<file path="config.mk">
export PLATFORM = sky130hd
export DESIGN_NAME = tcw_cursor
export DESIGN_NICKNAME = d
export VERILOG_FILES = /design/src/hdl/text_console_writer_assert.svh /design/src/hdl/tcw_pkg.sv /design/src/hdl/tcw_cursor.sv
export SDC_FILE = /design/constraint.sdc
export NUM_CORES = 1
export LEC_CHECK = 0
export ABC_AREA = 1
export BUFFER_PORTS_ARGS = -buffer_cell sky130_fd_sc_hd__buf_4
export CAP_MARGIN = 20
export CORE_ASPECT_RATIO = 0.5
export CORE_MARGIN = 1.5
export CORE_UTILIZATION = 40
export DETAILED_ROUTE_END_ITERATION = 6
export SETUP_SLACK_MARGIN = 0.4
export SYNTH_ARGS = -nofsm -noshare
export SYNTH_HDL_FRONTEND = slang
export SYNTH_SLANG_ARGS = --single-unit
</file>
<file path="constraint.sdc">
create_clock -name clk -period 4.8 [get_ports clk]
set_input_delay 0 -clock clk [delete_from_list [all_inputs] [get_ports clk]]
set_output_delay 0 -clock clk [all_outputs]
set_load 0.005 [all_outputs]
</file>
<file path="src/hdl/text_console_writer_assert.svh">
// ----------------------------------------------------------------------------
// text_console_writer_assert.svh
// Assertion macros shared by the console writer RTL. Each macro samples on the
// rising edge of clk and is disabled while rst_n is low.
// ----------------------------------------------------------------------------
`ifndef TEXT_CONSOLE_WRITER_ASSERT_SVH
`define TEXT_CONSOLE_WRITER_ASSERT_SVH

// Consequent must hold in the same cycle as the antecedent.
`define TCW_ASSERT_IMP(name, ante, cons, msg) \
  name: assert property (@(posedge clk) disable iff (!rst_n) (ante) |-> (cons)) \
    else $error(msg);

// Consequent must hold in the cycle after the antecedent.
`define TCW_ASSERT_NEXT(name, ante, cons, msg) \
  name: assert property (@(posedge clk) disable iff (!rst_n) (ante) |=> (cons)) \
    else $error(msg);

`endif

</file>
<file path="src/hdl/tcw_pkg.sv">
// ----------------------------------------------------------------------------
// tcw_pkg
// Shared constants and types of the text console writer.
// ----------------------------------------------------------------------------
`default_nettype none

package tcw_pkg;

  // Default screen geometry.
  localparam int DEFAULT_COLUMNS = 80;
  localparam int DEFAULT_ROWS    = 25;

  // Field widths.
  localparam int CHAR_W     = 8;
  localparam int INDEX_W    = 11;
  localparam int CURSOR_W   = 11;
  localparam int CELL_W     = 16;
  localparam int ATTR_W     = 8;
  localparam int IN_DATA_W  = 24;
  localparam int OUT_DATA_W = 32;
  localparam int CFG_ADDR_W = 3;
  localparam int CFG_DATA_W = 32;

  localparam logic [ATTR_W-1:0] ATTR_RESET = 8'h0F;
  localparam logic [CELL_W-1:0] BLANK_CELL = 16'h0020;
  localparam logic [CELL_W-1:0] ZERO_CELL  = 16'h0000;

  // Request kinds.
  localparam logic REQ_PUT  = 1'b0;
  localparam logic REQ_READ = 1'b1;

  // Register index of the attribute register.
  localparam logic REG_TEXT_ATTR = 1'b0;

  // Character codes with a meaning of their own.
  localparam logic [CHAR_W-1:0] CH_BS    = 8'd8;
  localparam logic [CHAR_W-1:0] CH_TAB   = 8'd9;
  localparam logic [CHAR_W-1:0] CH_LF    = 8'd10;
  localparam logic [CHAR_W-1:0] CH_FF    = 8'd12;
  localparam logic [CHAR_W-1:0] CH_CR    = 8'd13;
  localparam logic [CHAR_W-1:0] CH_SPACE = 8'd32;
  localparam logic [CHAR_W-1:0] CH_TILDE = 8'd126;

  // What a put request does to the screen store.
  typedef struct packed {
    logic print;   // store the character at the old cursor
    logic clear;   // blank cells 0 through the old cursor
    logic scroll;  // move every row up by one and blank the last row
  } cursor_dec_t;

endpackage

`default_nettype wire

</file>
<file path="src/hdl/tcw_cursor.sv">
// ----------------------------------------------------------------------------
// tcw_cursor
// Row and column cursor with the decode of put characters.
// ----------------------------------------------------------------------------
`default_nettype none

module tcw_cursor #(
  parameter int COLUMNS = tcw_pkg::DEFAULT_COLUMNS,
  parameter int ROWS    = tcw_pkg::DEFAULT_ROWS,
  parameter int POS_W   = $clog2(COLUMNS * ROWS)
) (
  input  wire logic                        clk,
  input  wire logic                        rst_n,
  input  wire logic                        step,
  input  wire logic [tcw_pkg::CHAR_W-1:0]  char_code,
  output logic      [POS_W-1:0]            pos,
  output logic      [POS_W-1:0]            pos_nxt,
  output tcw_pkg::cursor_dec_t             dec
);

  // The column must hold a tab target past the last column.
  localparam int COL_W = $clog2(COLUMNS + 8);
  localparam int ROW_W = $clog2(ROWS + 1);

  logic [ROW_W-1:0] row_r, row_nxt;
  logic [COL_W-1:0] col_r, col_nxt;
  logic [ROW_W-1:0] row_in, row_a;
  logic [COL_W-1:0] col_in, col_a;
  logic             settle;
  logic             wrap;
  logic             home;

  always_comb begin
    row_in = row_r;
    col_in = col_r;
    settle = 1'b0;
    home   = 1'b0;
    dec    = '0;
    case (char_code)
      tcw_pkg::CH_BS: begin
        col_in = (col_r != '0) ? col_r - 1'b1 : col_r;
      end
      tcw_pkg::CH_TAB: begin
        col_in = {col_r[COL_W-1:3] + 1'b1, 3'b000};
        settle = 1'b1;
      end
      tcw_pkg::CH_LF: begin
        row_in = row_r + 1'b1;
        col_in = '0;
        settle = 1'b1;
      end
      tcw_pkg::CH_FF: begin
        home      = 1'b1;
        dec.clear = 1'b1;
      end
      tcw_pkg::CH_CR: begin
        col_in = '0;
      end
      default: begin
        if (char_code >= tcw_pkg::CH_SPACE && char_code <= tcw_pkg::CH_TILDE) begin
          dec.print = 1'b1;
          col_in    = col_r + 1'b1;
          settle    = 1'b1;
        end
      end
    endcase

    // Wrap past the last column, then scroll past the last row.
    wrap       = settle && (col_in >= COL_W'(COLUMNS));
    row_a      = wrap ? row_in + 1'b1 : row_in;
    col_a      = wrap ? '0 : col_in;
    dec.scroll = settle && (row_a >= ROW_W'(ROWS));
    row_nxt    = dec.scroll ? ROW_W'(ROWS - 1) : row_a;
    col_nxt    = col_a;
    if (home) begin
      row_nxt = '0;
      col_nxt = '0;
    end
  end

  assign pos     = POS_W'(row_r * COLUMNS + col_r);
  assign pos_nxt = POS_W'(row_nxt * COLUMNS + col_nxt);

  always_ff @(posedge clk) begin
    if (!rst_n) begin
      row_r <= '0;
      col_r <= '0;
    end else if (step) begin
      row_r <= row_nxt;
      col_r <= col_nxt;
    end
  end

endmodule

`default_nettype wire

</file>
==> metrics.txt, run 1 <==
status finished clean; Max Used Layer met4; HP Class in -> reg; area leader, netlist nand2_1; worst path buffer plus inverter count 4; DR vias around 2200; final WL 5.78 mm; Row Count 19; Max IR drop VDD 0.000110 V; Least-Margin Pin Slew 0.418 ns; final setup TNS 0 ns; largest net degree at the start of global routing 20; routed wl met2 2.38 mm; setup violators final 0; Hold Path Sink col_r[0]; Setup WS pre-CTS 0.802 ns; CTS Buf Count 3; area taken by multi-input logic gates 0.00184 mm2; synth unique cells 38; max-cap check violation count 0; Routed Antenna Nets 0; CTS H-tree depth 1; drt drc 0; fin crit period about 4 ns; WP data required 4.80 ns; Initial Util 0.423; share of layout cells above drive strength 1 0.249; CTS root buf clkbuf_16; Worst-Skew Late Latency 0.24 ns; RSZ-0062 raised after global routing false; Slew Viols, Final 0; first-pass GRT wire length 9.99 mm; clock skew between 0.002 and 0.003 ns; vias in the first global route 2162; endpoints failing hold 0; Vias per Instance 4.86; initial antenna violation count 0; post-layout worst setup margin 0.732 ns; switching pwr around 0.00019 W; Layout area overhead 15.0%; Clock Sinks 12; Leak 1.44 nW; Iter 0 DRT Violations 88; sequential area share after synthesis 0.102; die extent in x 112 um; Register Area 248 um2; Comb pwr share 0.444; CTS Hold Buffers Added 0; syn_nets roughly 400; fmax 246 MHz; Synth Register Bits 12; WL/cell 12.6 um; Tcrit/Tclk final 0.847; PwrDens 196 mW/mm2; RR Endpoint col_r[5]; total internal power 0.000338 W; Mapped Area 0.00236 mm2; Reg-to-Reg Start col_r[3]; RePlAce Congestion 0.885; Synth Warn # 0; count of nets after finishing 428; total power roughly 0.00053 W; FF-to-FF setup slack 2.54 ns; Avg Synthesized Cell Area 6.53 um2; slowest stage cell, crit path fa_1; hold path cells 3; Gate Count Post-Synth 362; worst hold path startpoint rst_n; DP HPWL 4.86 mm; Synth area leaders nand2_1 (15%), ha_1 (14%), dfxtp_1 (10%); met3 wire length 385 um; clock transition at the registers of the reported paths about 0.040 ns; Worst path max stage delay roughly 0.47 ns; TritonCTS clock tree built; DIE HEIGHT 57.3 um; Switching Fraction 0.365; maximum buffer depth of the clock tree 2; Register-to-Register Path Depth 13; critical path class reg -> out; post-synth top area share 0.154; Die Area 0.00640 mm2; Overflow after GRT 0; DR pass1 iterations 4; ant diodes 0; fill count 587; Startpoint Class register; critical path fanouts, max 8; Clock power frac 0.321; Seq pwr share 0.235; Worst EP arrival 4.07 ns; CORE AREA around 0.0056 mm2; max_slew headroom 0.721; I/O Pins 36; cell family with most CP delay simple AND/OR/NAND/NOR gates; setup bufs post-CTS 0; port bufs 35; Setup crit end kind output pin; overall global routing resource usage 0.195; wl on met1 2.98 mm; crit-path cells inv_1, ha_1, nand2_1, nor2_4, nor2_8, nand2_1, nand3_2, nand2_2, nor2_4, nand2_4, nand2_1, nand2_2, nor2_4, nand3_4, nand2_2, inv_1, ha_1, ha_1, inv_1, fa_1, nor3_2, xor2_1, xor2_1, buf_4
==> logic make-up after synthesis <==
kind of cell | synth area share
buffers and inverters | 0.121
flip-flops | 0.102
AO/OA/AOI/OAI | 0.104
AND/OR/NAND/NOR | 0.408
adder cells (fa/ha/maj) | 0.172
XOR/XNOR | 0.0927
==> metrics by stage <==
stage	hold WS (ns)	area [um2]	utilization	instances
floorplan	0.138	2360	-	362
global placement	0.311	2620	0.468	455
detailed placement	0.317	2620	0.468	455
CTS	0.0642	2710	0.484	459
global route	0.0803	2720	0.486	459
finish	0.0569	2720	0.486	459
==> layer usage <==
| layer | up-vias | track usage |
|---|---|---|
| met4 | 0 | 0.0325 |
| met3 | 4 | 0.0457 |
| met5 | - | 0 |
| li1 | 1186 | - |
| met1 | 988 | 0.276 |
| met2 | 54 | 0.309 |
==> area by class of cell <==
type,instances,area share
inverters,49,0.0686
clock buffers,4,0.0327
multi-input cells,286,0.677
flip-flops and latches,12,0.0912
repair buffers,35,0.0967
well taps,73,0.0336
==> timing repair <==
item / CTS / global route
endpoints found under the hold margin: 0 / 0
resized for setup: 0 / 7
endpoints found under the setup margin: 0 / 1
==> Yosys cell counts <==
cell,instances
nor3_1,1
nand2_2,13
nand3b_1,3
nand3_1,17
nand2_4,3
buf_4,11
a21oi_2,4
o211ai_1,1
nand3_4,1
buf_1,1
nand4_1,3
nor2_4,9
nor2_2,6
o2111ai_1,1
nor2_1,28
inv_1,43
ha_1,26
buf_2,2
a31oi_1,1
a21oi_1,13
o21ai_0,13
inv_2,4
xor2_1,23
o21bai_1,1
nor2_8,2
xnor2_1,2
fa_1,4
a211oi_1,1
or2_2,2
o22ai_1,1
clkbuf_1,1
o21ai_1,5
nand2_1,97
nand3_2,4
clkinv_1,1
inv_4,1
a211oi_2,1
dfxtp_1,12
==> worst max path at each step <==
stage                   from          end  cells after the start
global route        col_r[0]  pos_nxt[10]                     24
detailed placement  col_r[3]  pos_nxt[10]                     22
finish              col_r[0]  pos_nxt[10]                     24
floorplan           col_r[0]  pos_nxt[10]                     23
global placement    col_r[3]  pos_nxt[10]                     22
CTS                 col_r[3]  pos_nxt[10]                     22
==> power by group through the flow <==
stage	combinational (W)	clock, W	sequential, W
after floorplan	0.000172	0	0.000115
after global placement	0.000233	0	0.000125
after detailed placement	0.000235	0	0.000125
after CTS	0.000237	0.000176	0.000124
after global routing	0.000266	0.000181	0.000126
final	0.000236	0.000171	0.000125
==> state kept, by name (all words and copies together), names as in the netlist <==
signal / count
col_r: 7
row_r: 5
==> cells in the final DEF (no fill, tap or decap), drive strengths merged, types with 2 or more instances in the layout <==
cell    instances
a211oi          2
a21oi          17
buf            35
clkbuf          4
dfxtp          12
fa              4
ha             26
inv            48
nand2         113
nand3          22
nand3b          3
nand4           3
nor2           45
o21ai          18
or2             2
xnor2           2
xor2           23
==> worst min-delay path: stages <==
cell	delay, ns
buf_4	0.15
o21ai_0	0.07
a21oi_1	0.04
Power figures use the tool's default switching activity.
==> run 2, diff against run 1 <==
--- a/config.mk
+++ b/config.mk
@@ -5,7 +5,7 @@
 export SDC_FILE = /design/constraint.sdc
 export NUM_CORES = 1
 export LEC_CHECK = 0
-export ABC_AREA = 1
+export ABC_AREA = 0
 export BUFFER_PORTS_ARGS = -buffer_cell sky130_fd_sc_hd__buf_4
 export CAP_MARGIN = 20
 export CORE_ASPECT_RATIO = 0.5
==> constraint.sdc (replaced) <==
create_clock -name clk -period 3.3 [get_ports clk]
set_input_delay 0 -clock clk [delete_from_list [all_inputs] [get_ports clk]]
set_output_delay 0 -clock clk [all_outputs]
set_load 0.005 [all_outputs]
==> run 2 against run 1 <==
The flow now finishes with violations (negative setup slack); flip-flop and latch count unchanged; global-route usage increased by 4.8 points; clock power decreased by 9%; synthesized area decreased by 9.6%; worst hold slack got worse by 0.0071 ns; critical path depth decreased by 7; combinational power decreased by 52%; die area decreased by 9.3%; setup slack got worse by 1.6 ns.
==> metrics.txt, run 2 <==
status finished with violations (was finished clean); failing checks negative setup slack; post-synth top area share 0.152 (was 0.154); maximum buffer depth of the clock tree 2 (unchanged); WL/cell 15.3 um (was 12.6 um); post-layout worst setup margin -0.889 ns (was 0.732 ns); Synth Flop Type dfxtp_1 (unchanged); Initial Util 0.425 (was 0.423); Comb pwr share 0.275 (was 0.444); DP HPWL 5.21 mm (was 4.86 mm); first-pass GRT wire length 11.0 mm (was 9.99 mm); total internal power 0.000289 W (was 0.000338 W); endpoints failing hold 0 (unchanged); Fin Hold WS 0.0498 ns (was 0.0569 ns); syn_nets 319 (was 403); CP startpoint col_r[4] (was col_r[0]); total power 0.000416 W (was 0.000532 W); Clock Sinks 12 (unchanged); fin crit period roughly 4.2 ns; Synth area leaders ha_1 (15%), dfxtp_1 (11%), xnor2_1 (7.0%) (was nand2_1 (15%), ha_1 (14%), dfxtp_1 (10%)); RePlAce Congestion 0.910 (was 0.885); Gate Count Post-Synth 278 (was 362); Overflow after GRT 0 (unchanged); final setup TNS -3.89 ns (was 0 ns); Clock power frac 0.372 (was 0.321); final WL 7.22 mm (was 5.78 mm); slowest stage cell, crit path fa_2 (was fa_1); switching pwr 0.000126 W (was 0.000194 W); max reg flops 7 (unchanged); Avg Synthesized Cell Area 7.68 um2 (was 6.53 um2); synth unique cells 58 (was 38); fill count 391 (was 587); Slew Viols, Final 0 (unchanged); clock skew 0.00285 ns (was 0.00254 ns); Worst EP arrival 4.19 ns (was 4.07 ns); share of layout cells above drive strength 1 0.489 (was 0.249); largest net degree at the start of global routing 12 (was 20); CTS Hold Buffers Added 0 (unchanged); Leak 1.65 nW (was 1.44 nW); drt drc 0 (unchanged); Die Area 0.00581 mm2 (was 0.00640 mm2); synth cell count leaders ha_1 (26), inv_1 (21), nand2_1 (21), xnor2_1 (17), a21oi_1 (16) (was nand2_1 (97), inv_1 (43), nor2_1 (28), ha_1 (26), xor2_1 (23)); EDFF count, synth 0 (unchanged); overall global routing resource usage 0.243 (was 0.195); Row Count 18 (was 19); Vias per Instance 5.36 (was 4.86); Tcrit/Tclk final 1.27; asr flop ratio synth 0 (unchanged); final std cells w/o fill 471 (was 459); WP data required 3.30 ns (was 4.80 ns); Iter 0 DRT Violations 108 (was 88); worst hold path startpoint rst_n (unchanged); fmax 239 MHz; Startpoint Class register (unchanged); RSZ-0062 raised after global routing true (was false); Layout area overhead 65.4% (was 15.0%); vias in the first global route 2354 (was 2162); critical path class reg -> out (unchanged); hold path cells 2 (was 3); count of nets after finishing 443 (was 428); most common cell in the netlist ha_1 (was nand2_1); area leader, netlist ha_1 (was nand2_1); Switching Fraction 0.304 (was 0.365); CTS root buf clkbuf_8 (was clkbuf_16); Seq pwr share 0.353 (was 0.235); Final Util 0.703 (was 0.486); critical path fanouts, max 6 (was 8); Reg-to-Reg Start col_r[0] (was col_r[3]); setup violators final 6 (was 0); Setup crit end kind output pin (unchanged); Max IR drop VDD 0.000101 V (was 0.000110 V); max_slew headroom 0.728 (was 0.721); CORE AREA 0.00502 mm2 (was 0.00559 mm2); Reg with most FFs col_r (unchanged); largest registers col_r x7, row_r x5 (unchanged); commonest non-fill, non-tap cell in the layout buf_4 (was nand2_1); I/O Pins 36 (unchanged); Synth Warn # 0 (unchanged); ant diodes 0 (unchanged); Mapped Area 0.00213 mm2 (was 0.00236 mm2); Routed Antenna Nets 0 (unchanged); port bufs 35 (unchanged); max-cap check violation count 0 (unchanged); Least-Margin Pin Slew 0.405 ns (was 0.418 ns); Register-to-Register Path Depth 18 (was 13); TritonCTS clock tree built (unchanged); die extent in x 106 um (was 112 um); HP Class in -> reg (unchanged); Inst Count DP 449 (was 455); CTS Buf Count 3 (unchanged); Worst-Skew Late Latency 0.25 ns (was 0.24 ns); Crit path top cell by count buf_4; highest-count cells in the layout ignoring fill and taps buf_4 (116), nand2_1 (20), ha_1 (20), buf_6 (20), inv_1 (17) (was nand2_1 (97), inv_1 (43), buf_4 (35)); Worst path max stage delay 0.44 ns (was 0.47 ns); initial antenna violation count 0 (unchanged); Synth Register Bits 12 (unchanged); sequential area share after synthesis 0.113 (was 0.102); DR vias 2523 (was 2232); DR pass1 iterations 4 (unchanged); DIE HEIGHT 54.7 um (was 57.3 um); crit-path cells ha_4, nand4_1, or3_1, a41o_1, and3_4, buf_4, nor2_4, mux2i_2, nor3_4, ha_1, ha_2, inv_2, fa_2, nor3_2, xor2_1, xnor2_1, buf_4 (was inv_1, ha_1, nand2_1, nor2_4, nor2_8, nand2_1, nand3_2, nand2_2, nor2_4, nand2_4, nand2_1, nand2_2, nor2_4, nand3_4, nand2_2, inv_1, ha_1, ha_1, inv_1, fa_1, nor3_2, xor2_1, xor2_1, buf_4); CTS H-tree depth 1 (unchanged); PwrDens 118 mW/mm2 (was 196 mW/mm2); clock transition at the registers of the reported paths 0.06 ns (was 0.04 ns)
[run 2: routing by layer]
layer  wire (um)  global-route usage  part of all wire  up-vias
met5           0                   0                 0        -
met2        3450               0.426              0.48       74
met4         155              0.0788             0.021        0
met3         349              0.0405             0.048       16
li1            -                   -                 -     1229
met1        3260               0.313              0.45     1204
[run 2: what timing repair did]
item,in CTS,in global routing
buffers inserted,12,6
setup endpoints to repair,8,10
resized for setup,42,19
pin swaps,16,12
[run 2: power by group through the flow]
stage	Combinational [W]	Sequential [W]	Clock, W
global placement	0.000106	0.000151	0
finish	0.000114	0.000147	0.000155
detailed placement	0.000108	0.000151	0
global route	0.000126	0.000147	0.000166
floorplan	0.0000533	0.000151	0
CTS	0.000111	0.000147	0.000159
[run 2: path summary, 6_finish.rpt]
| kind | end | slack [ns] |
|---|---|---|
| min reg2reg | row_r[1] | 0.66 |
| min | col_r[0] | 0.05 |
| max | pos_nxt[10] | -0.89 |
| max reg2reg | col_r[5] | 0.44 |
[run 2: stage by stage]
stage / area [um2] / worst slack, ns
2_1_floorplan: 2220 / -0.536
3_3_place_gp: 3080 / -0.602
3_5_place_dp: 3080 / -0.763
4_1_cts: 3400 / -0.823
5_1_grt: 3530 / -1.08
6_report: 3530 / -0.889
[run 2: cells by family (layout without fill, tap and decap cells)]
family,count (synthesis),in the layout,synth area share
adder cells (fa/ha/maj),30,30,0.190
flip-flops,12,12,0.113
AO/OA/AOI/OAI,68,68,0.208
buffers and inverters,39,162,0.0926
XOR/XNOR,27,27,0.111
AND/OR/NAND/NOR,94,94,0.249
multiplexers,8,8,0.0375
[run 2: critical path: cells and delay by family (launching register included)]
family | cells | cell delay (ns)
flops | 1 | 0.40
compound gates | 1 | 0.22
simple gates | 6 | 1.23
fa+ha+maj | 4 | 1.09
buf+inv | 3 | 0.32
xor+xnor | 2 | 0.32
mux | 1 | 0.34
[run 2: area by class of cell]
cell class,instances,area (um2),share of cell area
inverter,21,81.3,0.0230
multi-input combinational,227,1940,0.551
clock buffer,4,45.0,0.0128
sequential,12,256,0.0726
timing repair buffer,137,1120,0.316
tap,70,87.6,0.0248
==> run 3, diff against run 2 <==
--- a/config.mk
+++ b/config.mk
@@ -12,6 +12,7 @@
 export CORE_MARGIN = 1.5
 export CORE_UTILIZATION = 40
 export DETAILED_ROUTE_END_ITERATION = 6
+export MAX_ROUTING_LAYER = met4
 export SETUP_SLACK_MARGIN = 0.4
 export SYNTH_ARGS = -nofsm -noshare
 export SYNTH_HDL_FRONTEND = slang
==> run 3 against run 2 <==
The run still ends with negative setup slack left; combinational power increased by 4%; first-iteration DRC count decreased by 7.4%; non-clock buffer count decreased by 11; sequential share of layout area grew 0.23 points; die area unchanged; via count decreased by 3.8%; clock power rose by 15%; highest routed layer unchanged.
==> metrics.txt, run 3 (synthesized netlist as in run 2, its figures left out) <==
Slew Viols, Final 0 (unchanged); critical path fanouts, max 5 (was 6); WL/cell 14.4 um (was 15.3 um); Max IR drop VDD 0.000109 V (was 0.000101 V); Initial Util 0.425 (unchanged); max reg flops 7 (unchanged); Overflow after GRT 0 (unchanged); max_slew headroom 0.730 (was 0.728); total power 0.000444 W (was 0.000416 W); largest net degree at the start of global routing 12 (unchanged); Iter 0 DRT Violations 100 (was 108); initial antenna violation count 0 (unchanged); DIE HEIGHT 54.7 um (unchanged); RSZ-0062 raised after global routing true (unchanged); fmax 240 MHz (was 239 MHz); RePlAce Congestion 0.936 (was 0.910); max-cap check violation count 0 (unchanged); I/O Pins 36 (unchanged); clock transition at the registers of the reported paths 0.07 ns (was 0.06 ns); first-pass GRT wire length 10.5 mm (was 11.0 mm); status finished with violations (unchanged); setup violators final 6 (unchanged); critical path class reg -> out (unchanged); failing checks negative setup slack (unchanged); die extent in x 106 um (unchanged); maximum buffer depth of the clock tree 2 (unchanged); Setup crit end kind output pin (unchanged); Tcrit/Tclk final 1.26 (was 1.27); Register Area 258 um2 (was 256 um2); Row Count 18 (unchanged); Clock Sinks 12 (unchanged); Reg with most FFs col_r (unchanged); port bufs 35 (unchanged); DP HPWL 5.30 mm (was 5.21 mm); CTS Hold Buffers Added 0 (unchanged); clock skew 0.00589 ns (was 0.00285 ns); Routed Antenna Nets 0 (unchanged); WP data required 3.30 ns (about the same); TritonCTS clock tree built (unchanged); area taken by multi-input logic gates 0.00198 mm2 (was 0.00194 mm2); ant diodes 0 (unchanged); Vias per Instance 5.28 (was 5.36); endpoints failing hold 0 (unchanged); commonest non-fill, non-tap cell in the layout buf_4 (unchanged); count of nets after finishing 432 (was 443); highest-count cells in the layout ignoring fill and taps buf_4 (118), nand2_1 (19), ha_1 (18) (was buf_4 (116), nand2_1 (20), ha_1 (20), buf_6 (20), inv_1 (17)); Startpoint Class register (unchanged); Setup WS pre-CTS -0.746 ns (was -0.763 ns); Layout area overhead 61.1% (was 65.4%); DR vias 2428 (was 2523); fill count 408 (was 391); CTS Buf Count 3 (unchanged); post-layout worst setup margin -0.872 ns (was -0.889 ns); overall global routing resource usage 0.242 (was 0.243); final WL 6.63 mm (was 7.22 mm); PwrDens 129 mW/mm2 (was 118 mW/mm2); DR pass1 iterations 4 (unchanged); CORE AREA 0.00502 mm2 (unchanged); Worst EP arrival 4.17 ns (was 4.19 ns); share of layout cells above drive strength 1 0.490 (was 0.489); CTS H-tree depth 1 (unchanged); Die Area 0.00581 mm2 (unchanged); Least-Margin Pin Slew 0.405 ns (about the same); drt drc 0 (unchanged); Worst-Skew Late Latency 0.26 ns (was 0.25 ns); vias in the first global route 2225 (was 2354); fin crit period 4.17 ns (was 4.19 ns); Leak 1.61 nW (was 1.65 nW); largest registers col_r x7, row_r x5 (unchanged); HP Class in -> reg (unchanged); CTS root buf clkbuf_8 (unchanged); Final Util 0.685 (was 0.703)
==> run 3: per-layer routing <==
metal	wire length (um)	GRT usage	vias to the layer above
li1	-	-	1215
met1	3170	0.314	1156
met2	3150	0.408	48
met3	239	0.0345	9
met4	67	0.0541	0
met5	0	-	-
==> run 3: critical path: stages (launching register included) <==
cell     delay (ns)
dfxtp_4        0.40
ha_4           0.14
nand4_1        0.15
or3_4          0.36
a41o_1         0.23
and3_4         0.17
nor4b_4        0.31
xnor2_2        0.16
and2_4         0.23
nor3_4         0.05
ha_1           0.29
ha_2           0.19
inv_2          0.04
fa_2           0.37
xor2_2         0.17
nor3_2         0.20
xor2_1         0.19
xnor2_1        0.14
buf_4          0.13
==> run 3: metrics by stage <==
stage	setup TNS [ns]	std cells	hold slack, ns	area [um2]
final	-3.35	460	0.0482	3440
after global routing	-4.31	460	0.0592	3440
after CTS	-2.88	453	0.0435	3290
after detailed placement	-2.30	445	0.309	3040
after global placement	-1.88	445	0.300	3040
after floorplan	-1.14	278	0.127	2220
==> run 3: report_power, final <==
group | internal [W] | leakage [nW] | switching, W
sequential | 0.000144 | 0.101 | 0.00000327
combinational | 0.0000628 | 1.49 | 0.0000557
clock | 0.000106 | 0.0288 | 0.0000717
==> run 3: final timing paths <==
kind | slack (ns) | to | start | depth (start not counted)
setup / recovery | -0.87 | pos_nxt[10] | col_r[4] | 18
hold / removal | 0.05 | col_r[1] | rst_n | 2
setup reg to reg | 0.54 | row_r[0] | col_r[4] | 13
hold reg to reg | 0.65 | row_r[0] | row_r[0] | 2
==> run 3: final cells by class <==
type                       count  share of cell area
clock buffer                   4              0.0160
timing repair buffer         126               0.284
sequential                    12              0.0749
multi-input combinational    227               0.575
tap                           70              0.0255
inverter                      21              0.0251
==> run 3: what timing repair did <==
action,4_1_cts,5_1_grt
setup endpoints to repair,8,9
buffers inserted,4,7
pin swaps,21,22
resized for setup,36,24
